--- src/rtl/rtc_bcd_pkg.sv ---
`timescale 1ns / 1ps
// ----------------------------------------------------------------------------
// RTC BCD decode package
// Shared constants and helper functions for turning raw BCD clock registers
// into binary calendar fields.
// ----------------------------------------------------------------------------
package rtc_bcd_pkg;

    // Field masks applied to the raw clock registers.
    localparam logic [7:0] SEC_MASK  = 8'h7F;
    localparam logic [7:0] MIN_MASK  = 8'h7F;
    localparam logic [7:0] HR24_MASK = 8'h3F;
    localparam logic [7:0] HR12_MASK = 8'h1F;
    localparam logic [7:0] DATE_MASK = 8'h3F;
    localparam logic [7:0] MON_MASK  = 8'h1F;

    // Hour register mode and meridiem bits.
    localparam int unsigned HR_MODE12_BIT = 7;
    localparam int unsigned HR_PM_BIT     = 5;

    // Year range handled by the calendar check.
    localparam logic [11:0] YEAR_BASE   = 12'd2000;
    localparam logic [7:0]  YEAR_OFFSET_MAX = 8'd99;

    // Largest legal values of the time fields.
    localparam logic [7:0] SEC_MAX    = 8'd59;
    localparam logic [7:0] MIN_MAX    = 8'd59;
    localparam logic [7:0] HOUR24_MAX = 8'd23;
    localparam logic [7:0] HOUR12_MAX = 8'd12;

    // Two-digit BCD to binary, high nibble times ten plus low nibble.
    // Nibbles above nine are taken at face value (result up to 165).
    function automatic logic [7:0] bcd_to_bin(input logic [7:0] raw);
        logic [7:0] hi;
        logic [7:0] lo;
        hi = {4'b0000, raw[7:4]};
        lo = {4'b0000, raw[3:0]};
        return 8'((hi << 3) + (hi << 1) + lo);
    endfunction

    // Days in a month; zero for a month code outside 1..12.
    function automatic logic [4:0] month_days(input logic [7:0] mon, input logic leap);
        logic [4:0] days;
        unique case (mon)
            8'd1, 8'd3, 8'd5, 8'd7, 8'd8, 8'd10, 8'd12: days = 5'd31;
            8'd4, 8'd6, 8'd9, 8'd11:                   days = 5'd30;
            8'd2:                                      days = leap ? 5'd29 : 5'd28;
            default:                                   days = 5'd0;
        endcase
        return days;
    endfunction

endpackage

--- src/rtl/rtc_bcd_registers_to_date_time.sv ---
`timescale 1ns / 1ps
// ----------------------------------------------------------------------------
// RTC BCD registers to date and time
// Decodes the seven raw registers of a BCD real-time clock into a checked
// binary calendar date and 24-hour time.
// ----------------------------------------------------------------------------
// Usage:
// The input channel (in_valid / in_ready) carries one word: the seconds,
// minutes, hours, date, month, weekday and year registers as read from the
// clock. The output channel (out_valid / out_ready) returns one word per
// input word: valid_res and the decoded year, month, day, weekday, hour,
// minute and second. When any field fails its range, month-length or leap
// February check, valid_res is 0 and every other field is 0.
// A word is captured in an input register, decoded by short combinational
// logic and captured in a result register, which presents it on the output
// channel. Throughput is one word per cycle while the receiver does not
// stall, set by the two register stages that each advance whenever the
// stage after them is free or being emptied.
// When the receiver stalls, the result register holds its word and the
// input register may still fill, after which in_ready drops. Reset clears
// both stage valid flags; the payload registers are not reset.
// ----------------------------------------------------------------------------
module rtc_bcd_registers_to_date_time (
    input  logic        clk,
    input  logic        rst_n,
    input  logic        in_valid,
    output logic        in_ready,
    input  logic [7:0]  seconds_reg,
    input  logic [7:0]  minutes_reg,
    input  logic [7:0]  hours_reg,
    input  logic [7:0]  date_reg,
    input  logic [7:0]  month_reg,
    input  logic [7:0]  weekday_reg,
    input  logic [7:0]  year_reg,
    output logic        out_valid,
    input  logic        out_ready,
    output logic        valid_res,
    output logic [11:0] year,
    output logic [3:0]  month,
    output logic [4:0]  day,
    output logic [2:0]  weekday,
    output logic [4:0]  hour,
    output logic [5:0]  minute,
    output logic [5:0]  second
);

    // Stage control.
    logic in_vld_reg;
    logic out_vld_reg;
    logic out_free;
    logic in_adv;

    // Input register payload.
    logic [7:0] sec_raw_reg;
    logic [7:0] min_raw_reg;
    logic [7:0] hr_raw_reg;
    logic [7:0] date_raw_reg;
    logic [7:0] mon_raw_reg;
    logic [7:0] wd_raw_reg;
    logic [7:0] yr_raw_reg;

    // Decoded values.
    logic [7:0]  sec_bin;
    logic [7:0]  min_bin;
    logic [7:0]  day_bin;
    logic [7:0]  mon_bin;
    logic [7:0]  yr_bin;
    logic [7:0]  h12_bin;
    logic [7:0]  h24_bin;
    logic [2:0]  wd_bin;
    logic        pm;
    logic        mode12;
    logic        leap;
    logic [4:0]  dim;
    logic [4:0]  hour_calc;
    logic        hour_ok;
    logic        all_ok;

    // Result register payload.
    logic        valid_res_reg;
    logic        valid_res_next;
    logic [11:0] year_res_reg;
    logic [11:0] year_next;
    logic [3:0]  month_res_reg;
    logic [3:0]  month_next;
    logic [4:0]  day_res_reg;
    logic [4:0]  day_next;
    logic [2:0]  weekday_res_reg;
    logic [2:0]  weekday_next;
    logic [4:0]  hour_res_reg;
    logic [4:0]  hour_next;
    logic [5:0]  minute_res_reg;
    logic [5:0]  minute_next;
    logic [5:0]  second_res_reg;
    logic [5:0]  second_next;

    // Handshake: each stage advances when the stage after it is free.
    assign out_free = !out_vld_reg || out_ready;
    assign in_adv   = in_vld_reg && out_free;
    assign in_ready = !in_vld_reg || out_free;

    // Stage valid flags.
    always_ff @(posedge clk or negedge rst_n)
    begin
        if (!rst_n)
        begin
            in_vld_reg  <= 1'b0;
            out_vld_reg <= 1'b0;
        end
        else
        begin
            if (in_ready)
            begin
                in_vld_reg <= in_valid;
            end
            if (out_free)
            begin
                out_vld_reg <= in_vld_reg;
            end
        end
    end

    // Input register capture.
    always_ff @(posedge clk)
    begin
        if (in_valid && in_ready)
        begin
            sec_raw_reg  <= seconds_reg;
            min_raw_reg  <= minutes_reg;
            hr_raw_reg   <= hours_reg;
            date_raw_reg <= date_reg;
            mon_raw_reg  <= month_reg;
            wd_raw_reg   <= weekday_reg;
            yr_raw_reg   <= year_reg;
        end
    end

    // BCD decode of every field but the weekday, which takes the low three bits.
    always_comb
    begin
        sec_bin = rtc_bcd_pkg::bcd_to_bin(sec_raw_reg & rtc_bcd_pkg::SEC_MASK);
        min_bin = rtc_bcd_pkg::bcd_to_bin(min_raw_reg & rtc_bcd_pkg::MIN_MASK);
        day_bin = rtc_bcd_pkg::bcd_to_bin(date_raw_reg & rtc_bcd_pkg::DATE_MASK);
        mon_bin = rtc_bcd_pkg::bcd_to_bin(mon_raw_reg & rtc_bcd_pkg::MON_MASK);
        yr_bin  = rtc_bcd_pkg::bcd_to_bin(yr_raw_reg);
        h12_bin = rtc_bcd_pkg::bcd_to_bin(hr_raw_reg & rtc_bcd_pkg::HR12_MASK);
        h24_bin = rtc_bcd_pkg::bcd_to_bin(hr_raw_reg & rtc_bcd_pkg::HR24_MASK);
        wd_bin  = wd_raw_reg[2:0];
        mode12  = hr_raw_reg[rtc_bcd_pkg::HR_MODE12_BIT];
        pm      = hr_raw_reg[rtc_bcd_pkg::HR_PM_BIT];
    end

    // Hour conversion to 24-hour form with its range check.
    always_comb
    begin
        hour_calc = 5'd0;
        hour_ok   = 1'b1;
        if (mode12)
        begin
            if (h12_bin == 8'd0 || h12_bin > rtc_bcd_pkg::HOUR12_MAX)
            begin
                hour_ok = 1'b0;
            end
            else if (h12_bin == rtc_bcd_pkg::HOUR12_MAX)
            begin
                hour_calc = pm ? 5'd12 : 5'd0;
            end
            else
            begin
                hour_calc = pm ? 5'(h12_bin + 8'd12) : h12_bin[4:0];
            end
        end
        else
        begin
            hour_ok   = (h24_bin <= rtc_bcd_pkg::HOUR24_MAX);
            hour_calc = h24_bin[4:0];
        end
    end

    // Calendar check. Within 2000..2099 a year is leap when its offset is a
    // multiple of four (2000 itself is a multiple of 400).
    always_comb
    begin
        leap   = (yr_bin[1:0] == 2'b00);
        dim    = rtc_bcd_pkg::month_days(mon_bin, leap);
        all_ok = hour_ok
              && (sec_bin <= rtc_bcd_pkg::SEC_MAX)
              && (min_bin <= rtc_bcd_pkg::MIN_MAX)
              && (wd_bin != 3'd0)
              && (yr_bin <= rtc_bcd_pkg::YEAR_OFFSET_MAX)
              && (dim != 5'd0)
              && (day_bin != 8'd0)
              && (day_bin <= {3'b000, dim});
    end

    // Result word, forced to zero when any check fails.
    always_comb
    begin
        valid_res_next = all_ok;
        year_next      = 12'd0;
        month_next     = 4'd0;
        day_next       = 5'd0;
        weekday_next   = 3'd0;
        hour_next      = 5'd0;
        minute_next    = 6'd0;
        second_next    = 6'd0;
        if (all_ok)
        begin
            year_next    = rtc_bcd_pkg::YEAR_BASE + {4'b0000, yr_bin};
            month_next   = mon_bin[3:0];
            day_next     = day_bin[4:0];
            weekday_next = wd_bin;
            hour_next    = hour_calc;
            minute_next  = min_bin[5:0];
            second_next  = sec_bin[5:0];
        end
    end

    // Result register capture.
    always_ff @(posedge clk)
    begin
        if (in_adv)
        begin
            valid_res_reg   <= valid_res_next;
            year_res_reg    <= year_next;
            month_res_reg   <= month_next;
            day_res_reg     <= day_next;
            weekday_res_reg <= weekday_next;
            hour_res_reg    <= hour_next;
            minute_res_reg  <= minute_next;
            second_res_reg  <= second_next;
        end
    end

    assign out_valid = out_vld_reg;
    assign valid_res = valid_res_reg;
    assign year      = year_res_reg;
    assign month     = month_res_reg;
    assign day       = day_res_reg;
    assign weekday   = weekday_res_reg;
    assign hour      = hour_res_reg;
    assign minute    = minute_res_reg;
    assign second    = second_res_reg;

    // A rejected word carries only zero fields.
    assert property (@(posedge clk) disable iff (!rst_n)
        (out_valid && !valid_res) |-> (year == 12'd0 && month == 4'd0 && day == 5'd0
            && weekday == 3'd0 && hour == 5'd0 && minute == 6'd0 && second == 6'd0))
    else $error("rejected result word has nonzero fields");

    // An accepted word lies within the calendar and clock ranges.
    assert property (@(posedge clk) disable iff (!rst_n)
        (out_valid && valid_res) |-> (year >= 12'd2000 && year <= 12'd2099
            && month != 4'd0 && month <= 4'd12 && day != 5'd0 && weekday != 3'd0
            && hour <= 5'd23 && minute <= 6'd59 && second <= 6'd59))
    else $error("accepted result word out of range");

    // A word waiting in the input register is not lost while the output stalls.
    assert property (@(posedge clk) disable iff (!rst_n)
        (in_vld_reg && !out_free) |=> in_vld_reg)
    else $error("input word dropped during output stall");

    // Every word leaving the input register lands in the result register.
    assert property (@(posedge clk) disable iff (!rst_n)
        in_adv |=> out_vld_reg)
    else $error("decoded word not captured in result register");

endmodule
--- config.mk ---
export PLATFORM = sky130hd
export DESIGN_NAME = rtc_bcd_registers_to_date_time
export DESIGN_NICKNAME = d
export VERILOG_FILES = /design/src/rtl/rtc_bcd_pkg.sv /design/src/rtl/rtc_bcd_registers_to_date_time.sv
export SDC_FILE = /design/constraint.sdc
export NUM_CORES = 1
export LEC_CHECK = 0
export BUFFER_PORTS_ARGS = -buffer_cell sky130_fd_sc_hd__buf_2
export CORE_ASPECT_RATIO = 1.25
export CORE_UTILIZATION = 60
export CTS_CLUSTER_DIAMETER = 50
export DETAILED_ROUTE_END_ITERATION = 10
export PLACE_DENSITY = 0.86
export SYNTH_ARGS = -nofsm -noshare
export SYNTH_HDL_FRONTEND = slang
export SYNTH_SLANG_ARGS = --single-unit
export TNS_END_PERCENT = 1
--- constraint.sdc ---
create_clock -name clk -period 6 [get_ports clk]
set_clock_uncertainty 0.15 [all_clocks]
set_input_delay 1.5 -clock clk [delete_from_list [all_inputs] [get_ports clk]]
set_output_delay 1.5 -clock clk [all_outputs]
set_load 0.1 [all_outputs]
==> flow_metrics.py <==
metrics = {
    "run_status": {
        "status": "completed",
    },
    "clock_tree": {
        "cts_tree": "yes",
        "cts_sinks": 86,
        "ctsResizeCount": 0,
        "cts_max_path_buffers": 2,
        "path_clk_slew_ns": 0.09,
        "clock_latency_ns": 0.36,
        "post-cts-setup-buffer-count": 0,
        "root_buffer": "clkbuf_8",
        "cts_buffers": 9,
        "cts_htree_levels": 3,
        "holdBufCountCts": 0,
    },
    "placed_design": {
        "place_inst": 525,
        "dp_slack_ns": 2.11,
        "globalplace.congestion": 0.933,
        "dpl_cell_area_sq_um": 5410,
        "hpwl_um": 6440,
        "io_buffers": 90,
    },
    "cells_and_area": {
        "seqCellArea_sq_um": 2570,
        "fin_util_pct": 71.3,
        "fillerInstances": 513,
        "nets": 548,
        "drive_gt1_share_pct": 36.8,
        "multi_input_area_sq_um": 2170,
        "syn2layout_area_growth_pct": 13.6,
        "design_area_sq_um": 5620,
        "largest_reg_flops": 11,
        "n_antenna_cell": 0,
        "post_layout_nonfiller_instances": 541,
    },
    "die": {
        "dieArea_sq_um": 8610,
        "core-area_sq_um": 7880,
        "pin_count": 104,
        "die_h_um": 104,
        "die_width_um": 83.2,
        "start_util_pct": 62.7,
        "rows": 36,
    },
    "route": {
        "route.detailed.drc": 0,
        "via_per_inst": 6.10,
        "wirelength_um": 9460,
        "antenna_left": 0,
        "dr_total_vias": 3301,
        "wl_per_cell_um": 17.5,
        "first_pass_iters": 4,
        "drt_first_iter_violations": 233,
    },
    "power_and_ir_drop": {
        "leakagePower_nw": 2.20,
        "seqPwrFrac_pct": 39.5,
        "p_sw_share_pct": 40.0,
        "ir_drop_mv": 0.222,
        "p_clk_share_pct": 23.0,
        "p_sw_mw": 0.749,
        "combPwrFrac_pct": 37.5,
        "p_per_area_nw_per_um2": 333,
        "internal_power_mw": 1.12,
        "power_mw": 1.87,
    },
    "synth": {
        "ys.warnings.count": 0,
        "synth.area.mux_share_pct": 0.506,
        "synthAdderAreaFrac_pct": 13.1,
        "yosys.area_share.simple_pct": 16.1,
        "synth-xor-area-share_pct": 2.71,
        "synth.distinct_cells": 57,
        "ys.flop_type": "edfxtp_1",
        "ys_top_cells_by_area": "edfxtp_1 51%, ha_1 9.9%, nor4_2 9.9%, fa_1 3.2%, o21ai_0 3.2%",
        "yosys.area.top_type": "edfxtp_1",
        "syn_area_per_cell_sq_um": 13.8,
        "synth_edf_count": 84,
        "ys_seq_area_share_pct": 52.0,
        "syn_nets": 466,
        "netlist_instances": 359,
        "synth_compound_area_share_pct": 11.2,
        "synth_top_area_share_pct": 51.0,
        "syn_area_sq_um": 4950,
        "ys_seq_elements": 86,
        "synth_top_family_by_area": "simple AND/OR/NAND/NOR gates",
        "async_flop_share_pct": 2.33,
    },
    "grt": {
        "grt_overflow": 0,
        "track_usage_pct": 22.8,
        "grt_start_max_net_pins": 44,
        "grt_pass1_vias": 3332,
        "antenna_found_initial": 0,
        "grt_pass1_wl_um": 15400,
    },
    "timing": {
        "slew_violations": 0,
        "tns_ns": 0,
        "fin_crit_sh_pct": 65.1,
        "max_slew_margin_pct": 30.1,
        "hold_viol_final": 0,
        "fmax_ghz": 0.256,
        "period_needed_ns": 3.91,
        "setup_slack_ns": 2.09,
        "rsz0062_at_grt": "false",
        "tightest_slew_ns": 1.05,
        "whs_ns": 0.353,
        "setup_viol": 0,
    },
    "min_path": {
        "hold_path_class": "flip-flop to flip-flop",
        "whs_path_depth": 1,
    },
    "flow_run": {
        "drv_cap": 0,
    },
    "worst_setup_path": {
        "required_ns": 5.94,
        "critPathKind": "flip-flop to flip-flop",
        "reg2reg_depth": 14,
        "cp.arrival_ns": 3.84,
        "critPathLaunchType": "flip-flop",
        "critPathMaxFanout": 35,
        "crit_path_end_kind": "flip-flop",
    },
}
[layer usage]
metal / up-vias / part of all wire, % / track usage [%]
met1: 1598 / 38 / 26.2
met5: - / 0 / 0
li1: 1547 / - / -
met2: 126 / 53 / 38.9
met4: 0 / 3.6 / 13.1
met3: 30 / 5.8 / 5.18
[final timing paths]
| path | startpoint | end | slack (ns) |
|---|---|---|---|
| setup reg to reg | yr_raw_reg[3] | hour[2] | 2.09 |
| hold / removal | in_vld_reg | out_valid | 0.35 |
| hold reg to reg | in_vld_reg | out_valid | 0.35 |
| min in group asynchronous | rst_n | in_vld_reg | 0.75 |
| setup / recovery | yr_raw_reg[3] | hour[2] | 2.09 |
| max in group asynchronous | rst_n | out_valid | 4.85 |
[cells by family after synthesis]
logic type | after synthesis
and+or+nand+nor | 87
DFF | 86
AOI/OAI and AO/OA | 82
adders and majority gates | 47
buffers and inverters | 43
xor gates and xnor gates | 12
muxes | 2
[layout by cell type (no fill, tap or decap), types with 4 or more instances in the layout]
cell type | netlist | layout
xnor2_1 | 5 | 5
nand2_1 | 8 | 8
a21oi_1 | 11 | 11
buf_2 | 5 | 90
nor2_1 | 7 | 6
nand2b_1 | 5 | 5
fa_1 | 8 | 8
buf_4 | 5 | 4
o21bai_1 | 4 | 4
o211ai_1 | 7 | 7
ha_1 | 39 | 39
inv_1 | 20 | 20
nand3_1 | 4 | 4
o21a_1 | 4 | 4
edfxtp_1 | 84 | 84
clkbuf_8 | 0 | 9
o21ai_0 | 32 | 32
nor4_2 | 39 | 39
xor2_1 | 4 | 4
a21o_1 | 7 | 7
[cell usage after synthesis, types with 5 or more instances]
master / count
ha_1: 39
nand2b_1: 5
edfxtp_1: 84
inv_1: 20
clkbuf_1: 8
a21o_1: 7
o21ai_0: 32
buf_2: 5
buf_4: 5
xnor2_1: 5
nor2_1: 7
fa_1: 8
nor4_2: 39
o211ai_1: 7
nand2_1: 8
a21oi_1: 11
[power by group through the flow]
| stage | Clock [mW] | Combinational (mW) | Sequential, mW |
|---|---|---|---|
| after global placement | 0 | 0.677 | 0.751 |
| after CTS | 0.435 | 0.704 | 0.740 |
| after floorplan | 0 | 0.409 | 0.936 |
| after global routing | 0.458 | 0.748 | 0.745 |
| after detailed placement | 0 | 0.696 | 0.754 |
| final | 0.432 | 0.702 | 0.740 |
[critical path, cell delays in order (launching register included)]
cell and delay [ns]:
edfxtp_1 0.34, inv_1 0.05, fa_1 0.52, inv_1 0.07, ha_1 0.30, a21o_1 0.19, a21oi_2 0.18, xor2_1 0.27
inv_1 0.11, ha_1 0.21, nand3_1 0.10, a21oi_1 0.12, o221ai_4 0.32, buf_4 0.57, nor4_2 0.11
[cell type report]
class                      count  area share (%)
timing repair buffer          94            8.55
multi-input combinational    230            38.6
clock buffer                  11            2.34
sequential                    86            45.8
clock inverter                 5            1.31
tap                           95            2.12
inverter                      20            1.34
No activity file was read; power rests on OpenSTA's default activity.
